--- src/hw/rtl/rw_pkg.sv ---
// rw_pkg: shared types and codes for the reorder window
// widths, request modes, status codes and the sequencer state type
// no dependencies
`default_nettype none

package rw_pkg;

  localparam int unsigned SEQ_W = 32;
  localparam int unsigned TAG_W = 16;
  localparam int unsigned MODE_W = 2;
  localparam int unsigned STATUS_W = 3;

  // ring of parked tags, indexed by the low bits of the sequence number
  localparam int unsigned RING_DEPTH = 32;
  localparam int unsigned RING_AW = 5;

  localparam int unsigned DEF_WINDOW_SIZE = 32;

  localparam logic [MODE_W-1:0] MODE_RESERVE = 2'd0;
  localparam logic [MODE_W-1:0] MODE_UNRESERVE = 2'd1;
  localparam logic [MODE_W-1:0] MODE_INSERT = 2'd2;

  localparam logic [STATUS_W-1:0] ST_OK = 3'd0;
  localparam logic [STATUS_W-1:0] ST_FULL = 3'd1;
  localparam logic [STATUS_W-1:0] ST_BAD_UNRESERVE = 3'd2;
  localparam logic [STATUS_W-1:0] ST_OCCUPIED = 3'd3;
  localparam logic [STATUS_W-1:0] ST_OUTSIDE = 3'd4;

  localparam logic KIND_ACK = 1'b0;
  localparam logic KIND_RETIRE = 1'b1;

  typedef enum logic [2:0] {
    S_IDLE,
    S_USED,
    S_RESV,
    S_UNRS,
    S_OFFS,
    S_DRAIN
  } rw_state_t;

endpackage

`default_nettype wire

--- src/hw/rtl/rw_if.sv ---
// rw_req_if and rw_rsp_if: valid/ready channels of the reorder window
// depends on rw_pkg for field widths
`default_nettype none

interface rw_req_if import rw_pkg::*; ();
  logic              valid;
  logic              ready;
  logic [MODE_W-1:0] mode;
  logic [SEQ_W-1:0]  seq;
  logic [TAG_W-1:0]  ctx_tag;

  modport source (output valid, mode, seq, ctx_tag, input ready);
  modport sink (input valid, mode, seq, ctx_tag, output ready);
endinterface

interface rw_rsp_if import rw_pkg::*; ();
  logic                valid;
  logic                ready;
  logic                kind;
  logic [SEQ_W-1:0]    out_seq;
  logic [TAG_W-1:0]    out_tag;
  logic [STATUS_W-1:0] status;
  logic                last;

  modport source (output valid, kind, out_seq, out_tag, status, last, input ready);
  modport sink (input valid, kind, out_seq, out_tag, status, last, output ready);
endinterface

`default_nettype wire

--- src/hw/rtl/reorder_window.sv ---
// reorder_window: sequence number window with in-order retirement of completions
// depends on rw_pkg and the channel interfaces in rw_if.sv
// a request word is taken only in idle, then steps through S_USED and S_RESV, S_UNRS
//   or S_OFFS, which loads its first result word into the output register; S_DRAIN
//   retires each further word; a full output register stalls the check and drain steps,
//   and no new request is taken until idle; one shared 32-bit subtractor serves the checks
// reset: head and tail numbers cleared, all ring slots empty; tags need no reset
`default_nettype none

module reorder_window import rw_pkg::*; #(
  parameter int unsigned WINDOW_SIZE = DEF_WINDOW_SIZE
) (
  input  logic      clk,
  input  logic      rst,
  rw_req_if.sink    req,
  rw_rsp_if.source  rsp
);

  localparam logic [SEQ_W-1:0] FULL_MARK = SEQ_W'(WINDOW_SIZE - 1);

  rw_state_t state, state_next;

  // captured request word
  logic [MODE_W-1:0] mode_r;
  logic [SEQ_W-1:0]  seq_r;
  logic [TAG_W-1:0]  tag_r;

  // window state
  logic [SEQ_W-1:0]   head_seq, head_seq_next;
  logic [SEQ_W-1:0]   tail_seq, tail_seq_next;
  logic [SEQ_W-1:0]   used, used_next;
  logic [RING_AW:0]   rem, rem_next;
  logic [RING_DEPTH-1:0] slot_valid;
  logic [TAG_W-1:0]   slot_tag [RING_DEPTH];

  // output register
  logic                out_valid;
  logic                out_kind;
  logic [SEQ_W-1:0]    out_seq_r;
  logic [TAG_W-1:0]    out_tag_r;
  logic [STATUS_W-1:0] out_status;
  logic                out_last;

  // shared subtractor
  logic [SEQ_W-1:0] alu_a, alu_b, alu_diff;

  logic [RING_AW-1:0] seq_idx, head_idx, head_idx_inc;
  logic               out_free;
  logic               cont;
  logic               outside, occupied, ahead, first_retire;

  logic                emit;
  logic                e_kind;
  logic [SEQ_W-1:0]    e_seq;
  logic [TAG_W-1:0]    e_tag;
  logic [STATUS_W-1:0] e_status;
  logic                e_last;

  logic               vset_en, vclr_en;
  logic [RING_AW-1:0] vset_idx, vclr_idx;

  assign seq_idx      = seq_r[RING_AW-1:0];
  assign head_idx     = head_seq[RING_AW-1:0];
  assign head_idx_inc = head_idx + RING_AW'(1);
  assign out_free     = !out_valid || rsp.ready;

  // operand select for the subtractor by step
  always_comb begin
    case (state)
      S_UNRS: begin
        alu_a = tail_seq;
        alu_b = seq_r;
      end
      S_OFFS: begin
        alu_a = seq_r;
        alu_b = head_seq;
      end
      default: begin
        alu_a = tail_seq;
        alu_b = head_seq;
      end
    endcase
  end
  assign alu_diff = alu_a - alu_b;

  // insert decisions and retirement continuation
  assign outside      = alu_diff >= used;
  assign occupied     = slot_valid[seq_idx];
  assign ahead        = alu_diff != '0;
  assign first_retire = !outside && !occupied && !ahead;
  assign cont         = (rem > (RING_AW + 1)'(1)) && slot_valid[head_idx_inc];

  // next state
  always_comb begin
    state_next = state;
    case (state)
      S_IDLE: begin
        if (req.valid) state_next = S_USED;
      end
      S_USED: begin
        case (mode_r)
          MODE_RESERVE:   state_next = S_RESV;
          MODE_UNRESERVE: state_next = S_UNRS;
          MODE_INSERT:    state_next = S_OFFS;
          default:        state_next = S_IDLE;
        endcase
      end
      S_RESV, S_UNRS: begin
        if (out_free) state_next = S_IDLE;
      end
      S_OFFS: begin
        if (out_free) state_next = (first_retire && cont) ? S_DRAIN : S_IDLE;
      end
      S_DRAIN: begin
        if (out_free && !cont) state_next = S_IDLE;
      end
      default: state_next = S_IDLE;
    endcase
  end

  // result words and window updates
  always_comb begin
    emit          = 1'b0;
    e_kind        = KIND_ACK;
    e_seq         = seq_r;
    e_tag         = '0;
    e_status      = ST_OK;
    e_last        = 1'b1;
    head_seq_next = head_seq;
    tail_seq_next = tail_seq;
    used_next     = used;
    rem_next      = rem;
    vset_en       = 1'b0;
    vset_idx      = seq_idx;
    vclr_en       = 1'b0;
    vclr_idx      = seq_idx;
    case (state)
      S_USED: begin
        used_next = alu_diff;
        rem_next  = alu_diff[RING_AW:0];
      end
      S_RESV: begin
        emit = 1'b1;
        if (used >= FULL_MARK) begin
          e_status = ST_FULL;
          e_seq    = '0;
        end else begin
          e_seq = tail_seq;
          if (out_free) tail_seq_next = tail_seq + SEQ_W'(1);
        end
      end
      S_UNRS: begin
        emit = 1'b1;
        if (used == '0 || alu_diff != SEQ_W'(1)) begin
          e_status = ST_BAD_UNRESERVE;
        end else if (out_free) begin
          tail_seq_next = seq_r;
          vclr_en       = 1'b1;
        end
      end
      S_OFFS: begin
        emit = 1'b1;
        if (outside) begin
          e_status = ST_OUTSIDE;
        end else if (occupied) begin
          e_status = ST_OCCUPIED;
        end else if (ahead) begin
          vset_en = out_free;
        end else begin
          e_kind = KIND_RETIRE;
          e_seq  = head_seq;
          e_tag  = tag_r;
          e_last = !cont;
          if (out_free) begin
            head_seq_next = head_seq + SEQ_W'(1);
            rem_next      = rem - (RING_AW + 1)'(1);
          end
        end
      end
      S_DRAIN: begin
        emit   = 1'b1;
        e_kind = KIND_RETIRE;
        e_seq  = head_seq;
        e_tag  = slot_tag[head_idx];
        e_last = !cont;
        if (out_free) begin
          head_seq_next = head_seq + SEQ_W'(1);
          rem_next      = rem - (RING_AW + 1)'(1);
          vclr_en       = 1'b1;
          vclr_idx      = head_idx;
        end
      end
      default: begin
      end
    endcase
  end

  // control registers
  always_ff @(posedge clk) begin
    if (rst) begin
      state      <= S_IDLE;
      head_seq   <= '0;
      tail_seq   <= '0;
      slot_valid <= '0;
      out_valid  <= 1'b0;
    end else begin
      state    <= state_next;
      head_seq <= head_seq_next;
      tail_seq <= tail_seq_next;
      if (vset_en) slot_valid[vset_idx] <= 1'b1;
      if (vclr_en) slot_valid[vclr_idx] <= 1'b0;
      if (emit && out_free) out_valid <= 1'b1;
      else if (rsp.ready) out_valid <= 1'b0;
    end
  end

  // payload registers
  always_ff @(posedge clk) begin
    if (req.valid && req.ready) begin
      mode_r <= req.mode;
      seq_r  <= req.seq;
      tag_r  <= req.ctx_tag;
    end
    used <= used_next;
    rem  <= rem_next;
    if (vset_en) slot_tag[vset_idx] <= tag_r;
    if (emit && out_free) begin
      out_kind   <= e_kind;
      out_seq_r  <= e_seq;
      out_tag_r  <= e_tag;
      out_status <= e_status;
      out_last   <= e_last;
    end
  end

  // channel ports
  assign req.ready   = state == S_IDLE;
  assign rsp.valid   = out_valid;
  assign rsp.kind    = out_kind;
  assign rsp.out_seq = out_seq_r;
  assign rsp.out_tag = out_tag_r;
  assign rsp.status  = out_status;
  assign rsp.last    = out_last;

endmodule

`default_nettype wire
--- src/flat_wrapper.sv ---
// flat-port wrapper written by rule: the top's interface ports become plain ports
module reorder_window_flat import rw_pkg::*;
#(
  parameter int unsigned WINDOW_SIZE = DEF_WINDOW_SIZE
)
  (clk, rst, req_valid, req_mode, req_seq, req_ctx_tag, req_ready, rsp_valid, rsp_kind, rsp_out_seq, rsp_out_tag, rsp_status, rsp_last, rsp_ready);
  rw_req_if req_i ();
  rw_rsp_if rsp_i ();
  input  logic clk;
  input  logic rst;
  input wire logic [$bits(req_i.valid)-1:0] req_valid;
  input wire logic [$bits(req_i.mode)-1:0] req_mode;
  input wire logic [$bits(req_i.seq)-1:0] req_seq;
  input wire logic [$bits(req_i.ctx_tag)-1:0] req_ctx_tag;
  output wire logic [$bits(req_i.ready)-1:0] req_ready;
  output wire logic [$bits(rsp_i.valid)-1:0] rsp_valid;
  output wire logic [$bits(rsp_i.kind)-1:0] rsp_kind;
  output wire logic [$bits(rsp_i.out_seq)-1:0] rsp_out_seq;
  output wire logic [$bits(rsp_i.out_tag)-1:0] rsp_out_tag;
  output wire logic [$bits(rsp_i.status)-1:0] rsp_status;
  output wire logic [$bits(rsp_i.last)-1:0] rsp_last;
  input wire logic [$bits(rsp_i.ready)-1:0] rsp_ready;
  assign req_i.valid = req_valid;
  assign req_i.mode = req_mode;
  assign req_i.seq = req_seq;
  assign req_i.ctx_tag = req_ctx_tag;
  assign req_ready = req_i.ready;
  assign rsp_valid = rsp_i.valid;
  assign rsp_kind = rsp_i.kind;
  assign rsp_out_seq = rsp_i.out_seq;
  assign rsp_out_tag = rsp_i.out_tag;
  assign rsp_status = rsp_i.status;
  assign rsp_last = rsp_i.last;
  assign rsp_i.ready = rsp_ready;
  reorder_window #(.WINDOW_SIZE(WINDOW_SIZE)) u_core (.clk(clk), .rst(rst), .req(req_i), .rsp(rsp_i));
endmodule
--- config.mk ---
export PLATFORM = sky130hd
export DESIGN_NAME = reorder_window_flat
export DESIGN_NICKNAME = d
export VERILOG_FILES = /design/src/hw/rtl/rw_pkg.sv /design/src/hw/rtl/rw_if.sv /design/src/hw/rtl/reorder_window.sv /design/src/flat_wrapper.sv
export SDC_FILE = /design/constraint.sdc
export NUM_CORES = 1
export LEC_CHECK = 0
export ABC_CLOCK_PERIOD_IN_PS = 15830
export BUFFER_PORTS_ARGS = -buffer_cell sky130_fd_sc_hd__buf_2
export CAP_MARGIN = 20
export CORE_MARGIN = 5
export CORE_UTILIZATION = 45
export CTS_BUF_LIST = sky130_fd_sc_hd__clkbuf_16
export DETAILED_ROUTE_END_ITERATION = 6
export PLACE_DENSITY = 0.62
export SLEW_MARGIN = 10
export SYNTH_ARGS = -nofsm -noshare
export SYNTH_HDL_FRONTEND = slang
export SYNTH_SLANG_ARGS = --single-unit
--- constraint.sdc ---
create_clock -name clk -period 15.83 [get_ports clk]
set_clock_uncertainty 0.15 [all_clocks]
set_input_delay 1.583 -clock clk [delete_from_list [all_inputs] [get_ports clk]]
set_output_delay 1.583 -clock clk [all_outputs]
set_load 0.05 [all_outputs]
==> flow_summary.toml, run 1 <==
[run_status]
status = "finished, final reports clean"

[setup_path]
critPathLaunchType = "flip-flop"
r2r_cells = 21
r2r_start = "u_core.state[0]$_SDFFE_PP0P_"
setup.worst_path.start = "u_core.state[0]$_SDFFE_PP0P_"
critical_path_class = "flip-flop to flip-flop"
cp-end-kind = "flip-flop"
crit_required_ns = 15.92
arrival_ns = 8.35
regToRegSetupSlack_ns = 7.57
endpoint = "u_core.slot_tag[25][0]$_DFFE_PP_"
path_max_fanout = 60
r2r_end = "u_core.slot_tag[25][0]$_DFFE_PP_"

[sta]
drv_slew = 0
rsz0062_at_grt = "no"
relSlewSlack_pct = 25.1
tightest_slew_ns = 1.12
layout_min_cycle_time_ns = 8.26
min_period_over_period_pct = 52.2
finalSetupTns_ns = 0
finalHoldViolCount = 0
holdWs_ns = 0.381
timing.fmax_ghz = 0.121
setup_viol = 0

[clock_network]
clk_pin_slew_worst_paths_ns = 0.07
cts.sinks = 758
ctsRootBufferMaster = "clkbuf_16"
numCtsBuffers = 80
worstSkewPairLatency_ns = 0.63
hold_buffers = 0
ctsResizeCount = 0
htree_levels = 3
cts_tree = "done"
post_cts_buffers = 0
cts_buffer_depth = 3

[synth]
synth.ff_latch_count = 758
avgSynthCellArea_sq_um = 14.4
syn_area_sq_um = 34700
ys_async_sr_fraction_pct = 0
netlist_instances = 2402
synth-main-ff-cell = "edfxtp_1"
yosysSeqAreaShare_pct = 62.6
yosysWarningCount = 0
yosysUniqueCellTypes = 77
synthDominantCellAreaShare_pct = 56.5
synth_area_leaders = "edfxtp_1 (57%), mux4_2 (11%), dfxtp_1 (6.1%), ha_1 (2.4%), a21oi_1 (2.1%)"
synth_edf_count = 653
syn_nets = 2524
synth_area_leader_cell = "edfxtp_1"

[power]
p_per_area_nw_per_um2 = 115
leakage_nw = 13.0
max-vdd-ir-drop_v = 0.0000739

[route]
routedWlPerCell_microns = 26.5
post-route-drc-count = 0
antenna_left = 0
dr_total_vias = 22197
avgViaCountPerCell = 6.19
drt_first_pass_iters = 6
first_iter_violations = 2395
drt_wl_total_microns = 95200

[die]
core-area_sq_um = 76200
rows = 101
dieArea_sq_um = 82800
die_h_microns = 288
io-pin-count = 109
die_w_microns = 288
start_util_pct = 45.5

[final_layout]
synthToLayoutAreaGrowth_pct = 12.7
layout-drive-gt1-share_pct = 20.1
final_common_cell = "edfxtp_1"
fillers = 6311
register_area_sq_um = 21700
layout_common_cells = "edfxtp_1 (653), mux4_2 (174), nand2_1 (163), a21oi_1 (148), buf_2 (107)"
n_antenna_cell = 0
final_nets = 2614
multi_input_comb_area_sq_um = 12200

[placed_design]
place.gp.congestion = 0.945
hpwl_microns = 62000
portBuffers = 108

[run]
maxCapViolations = 0

[global_routing]
grt_pass1_vias = 22101
grt_overflow = 0
grt_antenna_before_repair = 0
grt_max_degree = 63
gr-usage-all-layers_pct = 22.6
grt_pass1_wl_microns = 141000

[worst_hold_path]
hold_path.class = "flip-flop to flip-flop"
==> through the flow <==
stage / setup slack (ns) / area, sq um / util, % / instances / power [mW]
after floorplan: 8.69 / 34700 / - / 2402 / 2.49
after global placement: 7.66 / 36400 / 47.7 / 3438 / 2.62
after detailed placement: 7.44 / 36400 / 47.7 / 3438 / 2.63
after CTS: 7.40 / 39100 / 51.3 / 3586 / 4.53
after global routing: 7.28 / 39100 / 51.3 / 3588 / 4.65
final: 7.57 / 39100 / 51.3 / 3588 / 4.50
==> power by group <==
| part | internal (mW) | leakage [nW] | total (mW) | switching, mW |
|---|---|---|---|---|
| Combinational | 0.109 | 4.87 | 0.351 | 0.242 |
| Clock | 1.11 | 1.39 | 1.91 | 0.798 |
| Sequential | 2.22 | 6.76 | 2.24 | 0.0233 |
==> Yosys cell counts, types with 10 or more instances <==
cell,n
edfxtp_1,653
mux4_2,174
nand2_1,163
a21oi_1,148
clkbuf_1,123
dfxtp_1,105
nor2_1,99
and2_1,80
o21ai_0,68
ha_1,67
nor3_1,65
inv_1,64
mux2i_1,55
a211oi_1,42
o31ai_1,39
nand3_1,37
a221o_1,34
and3_1,28
mux2_2,28
or4_1,26
nand4_1,22
buf_1,20
nor4_1,20
o211ai_1,17
a21o_1,16
xor2_1,16
xnor2_1,14
a22oi_1,13
a31o_2,13
nand2b_1,11
or3_1,10
==> cell families (layout without fill, tap and decap cells) <==
logic type | Yosys count | after routing | share of synthesized area [%]
DFF | 758 | 758 | 62.6
and+or+nand+nor | 597 | 597 | 8.78
AOI/OAI and AO/OA | 476 | 476 | 9.26
muxes | 257 | 257 | 13.8
buffers and inverters | 216 | 372 | 2.38
adders and majority gates | 68 | 68 | 2.47
xor gates and xnor gates | 30 | 30 | 0.757
==> metal layers <==
layer | share of wire, % | vias up | global-route usage (%)
met5 | 0 | - | 0
met4 | 3.2 | 0 | 6.98
met3 | 7.3 | 186 | 3.65
met2 | 49 | 1058 | 38.2
met1 | 40 | 11212 | 30.4
li1 | - | 9741 | -
==> final cells by class <==
cell class / instances / share of cell area (%)
multi-input combinational: 1428 / 31.2
tap: 1030 / 3.30
inverter: 65 / 0.624
sequential: 758 / 55.5
clock buffer: 80 / 5.12
timing repair buffer: 159 / 2.44
clock inverter: 68 / 1.79
==> critical path, cell delays in order, from the launching register on <==
cell and delay, ns:
dfxtp_1 0.31, buf_4 0.40, and2_2 0.24, buf_4 0.54, o21ai_0 0.18, ha_1 0.24
fa_1 0.41, nor2b_1 0.28, o2111ai_1 0.29, and4_1 0.33, o41ai_1 0.67, a41oi_1 0.24
xnor2_1 0.55, ha_1 0.36, and4_1 0.17, a221o_1 0.35, nor2_1 0.26, nand2_1 0.39
buf_8 0.30, nor2_1 0.23, nand3_1 0.13, nor2_2 0.80
==> how the worst min path moves through the flow <==
stage | from | to | slack (ns) | cells after the start
floorplan | u_core.head_seq[15]$_SDFFE_PP0P_ | u_core.head_seq[15]$_SDFFE_PP0P_ | 0.32 | 2
global placement | u_core.tail_seq[31]$_SDFFE_PP0P_ | u_core.tail_seq[31]$_SDFFE_PP0P_ | 0.36 | 2
detailed placement | u_core.tail_seq[13]$_SDFFE_PP0P_ | u_core.tail_seq[13]$_SDFFE_PP0P_ | 0.36 | 2
CTS | u_core.tail_seq[13]$_SDFFE_PP0P_ | u_core.tail_seq[13]$_SDFFE_PP0P_ | 0.37 | 2
global route | u_core.tail_seq[13]$_SDFFE_PP0P_ | u_core.tail_seq[13]$_SDFFE_PP0P_ | 0.40 | 2
finish | u_core.tail_seq[13]$_SDFFE_PP0P_ | u_core.tail_seq[13]$_SDFFE_PP0P_ | 0.38 | 2
==> state kept, by name, indices dropped and copies added (netlist names), named ones only <==
| signal | cells |
|---|---|
| u_core.slot_tag | 512 |
| u_core.head_seq | 32 |
| u_core.rsp.out_seq | 32 |
| u_core.seq_r | 32 |
| u_core.slot_valid | 32 |
| u_core.tail_seq | 32 |
| u_core.used | 32 |
| u_core.rsp.out_tag | 16 |
| u_core.tag_r | 16 |
| u_core.rem | 6 |
| u_core.rsp.status | 3 |
| u_core.state | 3 |
| u_core.mode_r | 2 |
| u_core.rsp.kind | 1 |
| u_core.rsp.last | 1 |
| u_core.rsp.valid | 1 |
Power figures use the tool's default switching activity.
==> inputs of run 2 (changes only) <==
--- a/config.mk
+++ b/config.mk
@@ -5,7 +5,7 @@
 export SDC_FILE = /design/constraint.sdc
 export NUM_CORES = 1
 export LEC_CHECK = 0
-export ABC_CLOCK_PERIOD_IN_PS = 15830
+export ABC_CLOCK_PERIOD_IN_PS = 8550
 export BUFFER_PORTS_ARGS = -buffer_cell sky130_fd_sc_hd__buf_2
 export CAP_MARGIN = 20
 export CORE_MARGIN = 5
==> constraint.sdc (replaced) <==
create_clock -name clk -period 8.55 [get_ports clk]
set_clock_uncertainty 0.15 [all_clocks]
set_input_delay 0.855 -clock clk [delete_from_list [all_inputs] [get_ports clk]]
set_output_delay 0.855 -clock clk [all_outputs]
set_load 0.05 [all_outputs]
==> flow_summary.toml, run 2 (same netlist as run 1, synthesis figures left out) <==
[clock_network]
hold_buffers = 0
cts.sinks = 758
worstSkewPairLatency_ns = 0.63
cts_tree = "done"
clk_pin_slew_worst_paths_ns = 0.06
ctsResizeCount = 0
htree_levels = 3
post_cts_buffers = 0
cts_buffer_depth = 3
numCtsBuffers = 78
ctsRootBufferMaster = "clkbuf_16"

[route]
first_iter_violations = 2193
dr_total_vias = 21986
drt_wl_total_microns = 93200
avgViaCountPerCell = 6.11
antenna_left = 0
routedWlPerCell_microns = 25.9
drt_first_pass_iters = 6
post-route-drc-count = 0

[worst_hold_path]
hp-start = "req_seq[7]"
hold_path.class = "input port to flip-flop"

[final_layout]
layout-drive-gt1-share_pct = 20.1
finalNonFillerCells = 3596
synthToLayoutAreaGrowth_pct = 12.6
final_common_cell = "edfxtp_1"
final_nets = 2631
n_antenna_cell = 0
layout_common_cells = "edfxtp_1 (653), mux4_2 (174), nand2_1 (163), a21oi_1 (148), buf_2 (107)"
top_register = "u_core.slot_tag"
largest_reg_flops = 512

[global_routing]
grt_pass1_wl_microns = 139000
grt_overflow = 0
grt_max_degree = 99
gr-usage-all-layers_pct = 22.1
grt_pass1_vias = 22018
grt_antenna_before_repair = 1

[die]
rows = 101
start_util_pct = 45.5
die_w_microns = 288
dieArea_sq_um = 82800
io-pin-count = 109
die_h_microns = 288
core-area_sq_um = 76200

[sta]
relSlewSlack_pct = 24.1
finalSetupTns_ns = 0
tightest_slew_ns = 1.14
min_period_over_period_pct = 90.0
drv_slew = 0
timing.fmax_ghz = 0.130
layout_min_cycle_time_ns = 7.69
rsz0062_at_grt = "no"
setup_viol = 0
finalHoldViolCount = 0

[power]
seq_power_share_pct = 52.1
clockPowerShare_pct = 40.5
p_per_area_nw_per_um2 = 206
p_int_mw = 6.15
combPwrFrac_pct = 7.4
leakage_nw = 13.0
switchingPower_mw = 1.89
max-vdd-ir-drop_v = 0.000142
switching_share_pct = 23.5

[placed_design]
portBuffers = 108
hpwl_microns = 59400
dp_cells = 3450
place.gp.congestion = 0.925

[setup_path]
r2r_start = "u_core.state[1]$_SDFFE_PP0P_"
cpMaxStageDelayCell = "and2_1"
critical_path_class = "flip-flop to flip-flop"
path_buf_inv = 0
cp_top_family = "simple AND/OR/NAND/NOR gates"
critPathLaunchType = "flip-flop"
setup.worst_path.start = "u_core.state[1]$_SDFFE_PP0P_"
path_max_fanout = 26
crit_required_ns = 8.63
cp_cell_sequence = "nor2b_1 > and2_2 > o21ai_0 > ha_1 > fa_1 > nor2b_1 > o2111ai_1 > and4_1 > o41ai_1 > a41oi_1 > xnor2_1 > ha_1 > and4_1 > a221o_1 > nor2_1 > nand2_1 > nor3_1 > and2_1"
arrival_ns = 7.78
cp-end-kind = "flip-flop"
crit_path_max_incr_delay_ns = 0.83

[run]
maxCapViolations = 0

[run_status]
status = "finished, final reports clean"
[run 2: path summary, 6_finish.rpt]
path | end | slack (ns) | cells after the start
max reg2reg | u_core.slot_tag[16][1]$_DFFE_PP_ | 0.86 | 18
min reg2reg | u_core.slot_valid[17]$_SDFF_PP0_ | 0.38 | 2
max | u_core.slot_tag[16][1]$_DFFE_PP_ | 0.86 | 18
min | u_core.seq_r[7]$_DFFE_PP_ | 0.26 | 1
[run 2: power by group through the flow]
| stage | Clock, mW | Combinational, mW | Sequential, mW |
|---|---|---|---|
| 2_1_floorplan | 0 | 0.343 | 4.27 |
| 3_3_place_gp | 0 | 0.545 | 4.29 |
| 3_5_place_dp | 0 | 0.549 | 4.29 |
| 4_1_cts | 3.33 | 0.553 | 4.22 |
| 5_1_grt | 3.48 | 0.643 | 4.20 |
| 6_report | 3.26 | 0.594 | 4.19 |
[run 2: stage by stage]
step | instance area (sq um) | hold slack, ns | setup WS [ns] | power (mW) | util (%)
after floorplan | 34700 | 0.323 | 1.41 | 4.62 | -
after global placement | 36500 | 0.364 | 1.12 | 4.83 | 47.8
after detailed placement | 36500 | 0.375 | 1.00 | 4.84 | 47.8
after CTS | 38900 | 0.222 | 0.959 | 8.09 | 51.0
after global routing | 39100 | 0.228 | 0.419 | 8.32 | 51.3
final | 39100 | 0.256 | 0.858 | 8.04 | 51.3
[run 2: worst reg2reg max path: stages (launching register included)]
cell and delay, ns:
dfxtp_1 0.43, nor2b_1 0.28, and2_2 0.60, o21ai_0 0.17, ha_1 0.25, fa_1 0.42, nor2b_1 0.26, o2111ai_1 0.29
and4_1 0.33, o41ai_1 0.68, a41oi_1 0.26, xnor2_1 0.41, ha_1 0.33, and4_1 0.17, a221o_1 0.34, nor2_1 0.23
nand2_1 0.47, nor3_1 0.40, and2_1 0.83
[run 2: per-layer routing]
layer	share of wire [%]	up-vias	global-route usage, %	routed length [microns]
met5	0	-	0	0
met4	3.9	0	7.63	3650
met3	5.7	198	3.13	5280
met2	50	853	38.0	46500
met1	41	11182	29.0	37800
li1	-	9753	-	-
[run 2: layout make-up]
cell class / instances / area, sq um
Clock buffer: 79 / 1980
Sequential cell: 758 / 21700
Fill cell: 6320 / 37100
Multi-Input combinational cell: 1428 / 12200
Inverter: 65 / 244
Timing Repair Buffer: 178 / 1200
Clock inverter: 58 / 448
Tap cell: 1030 / 1290
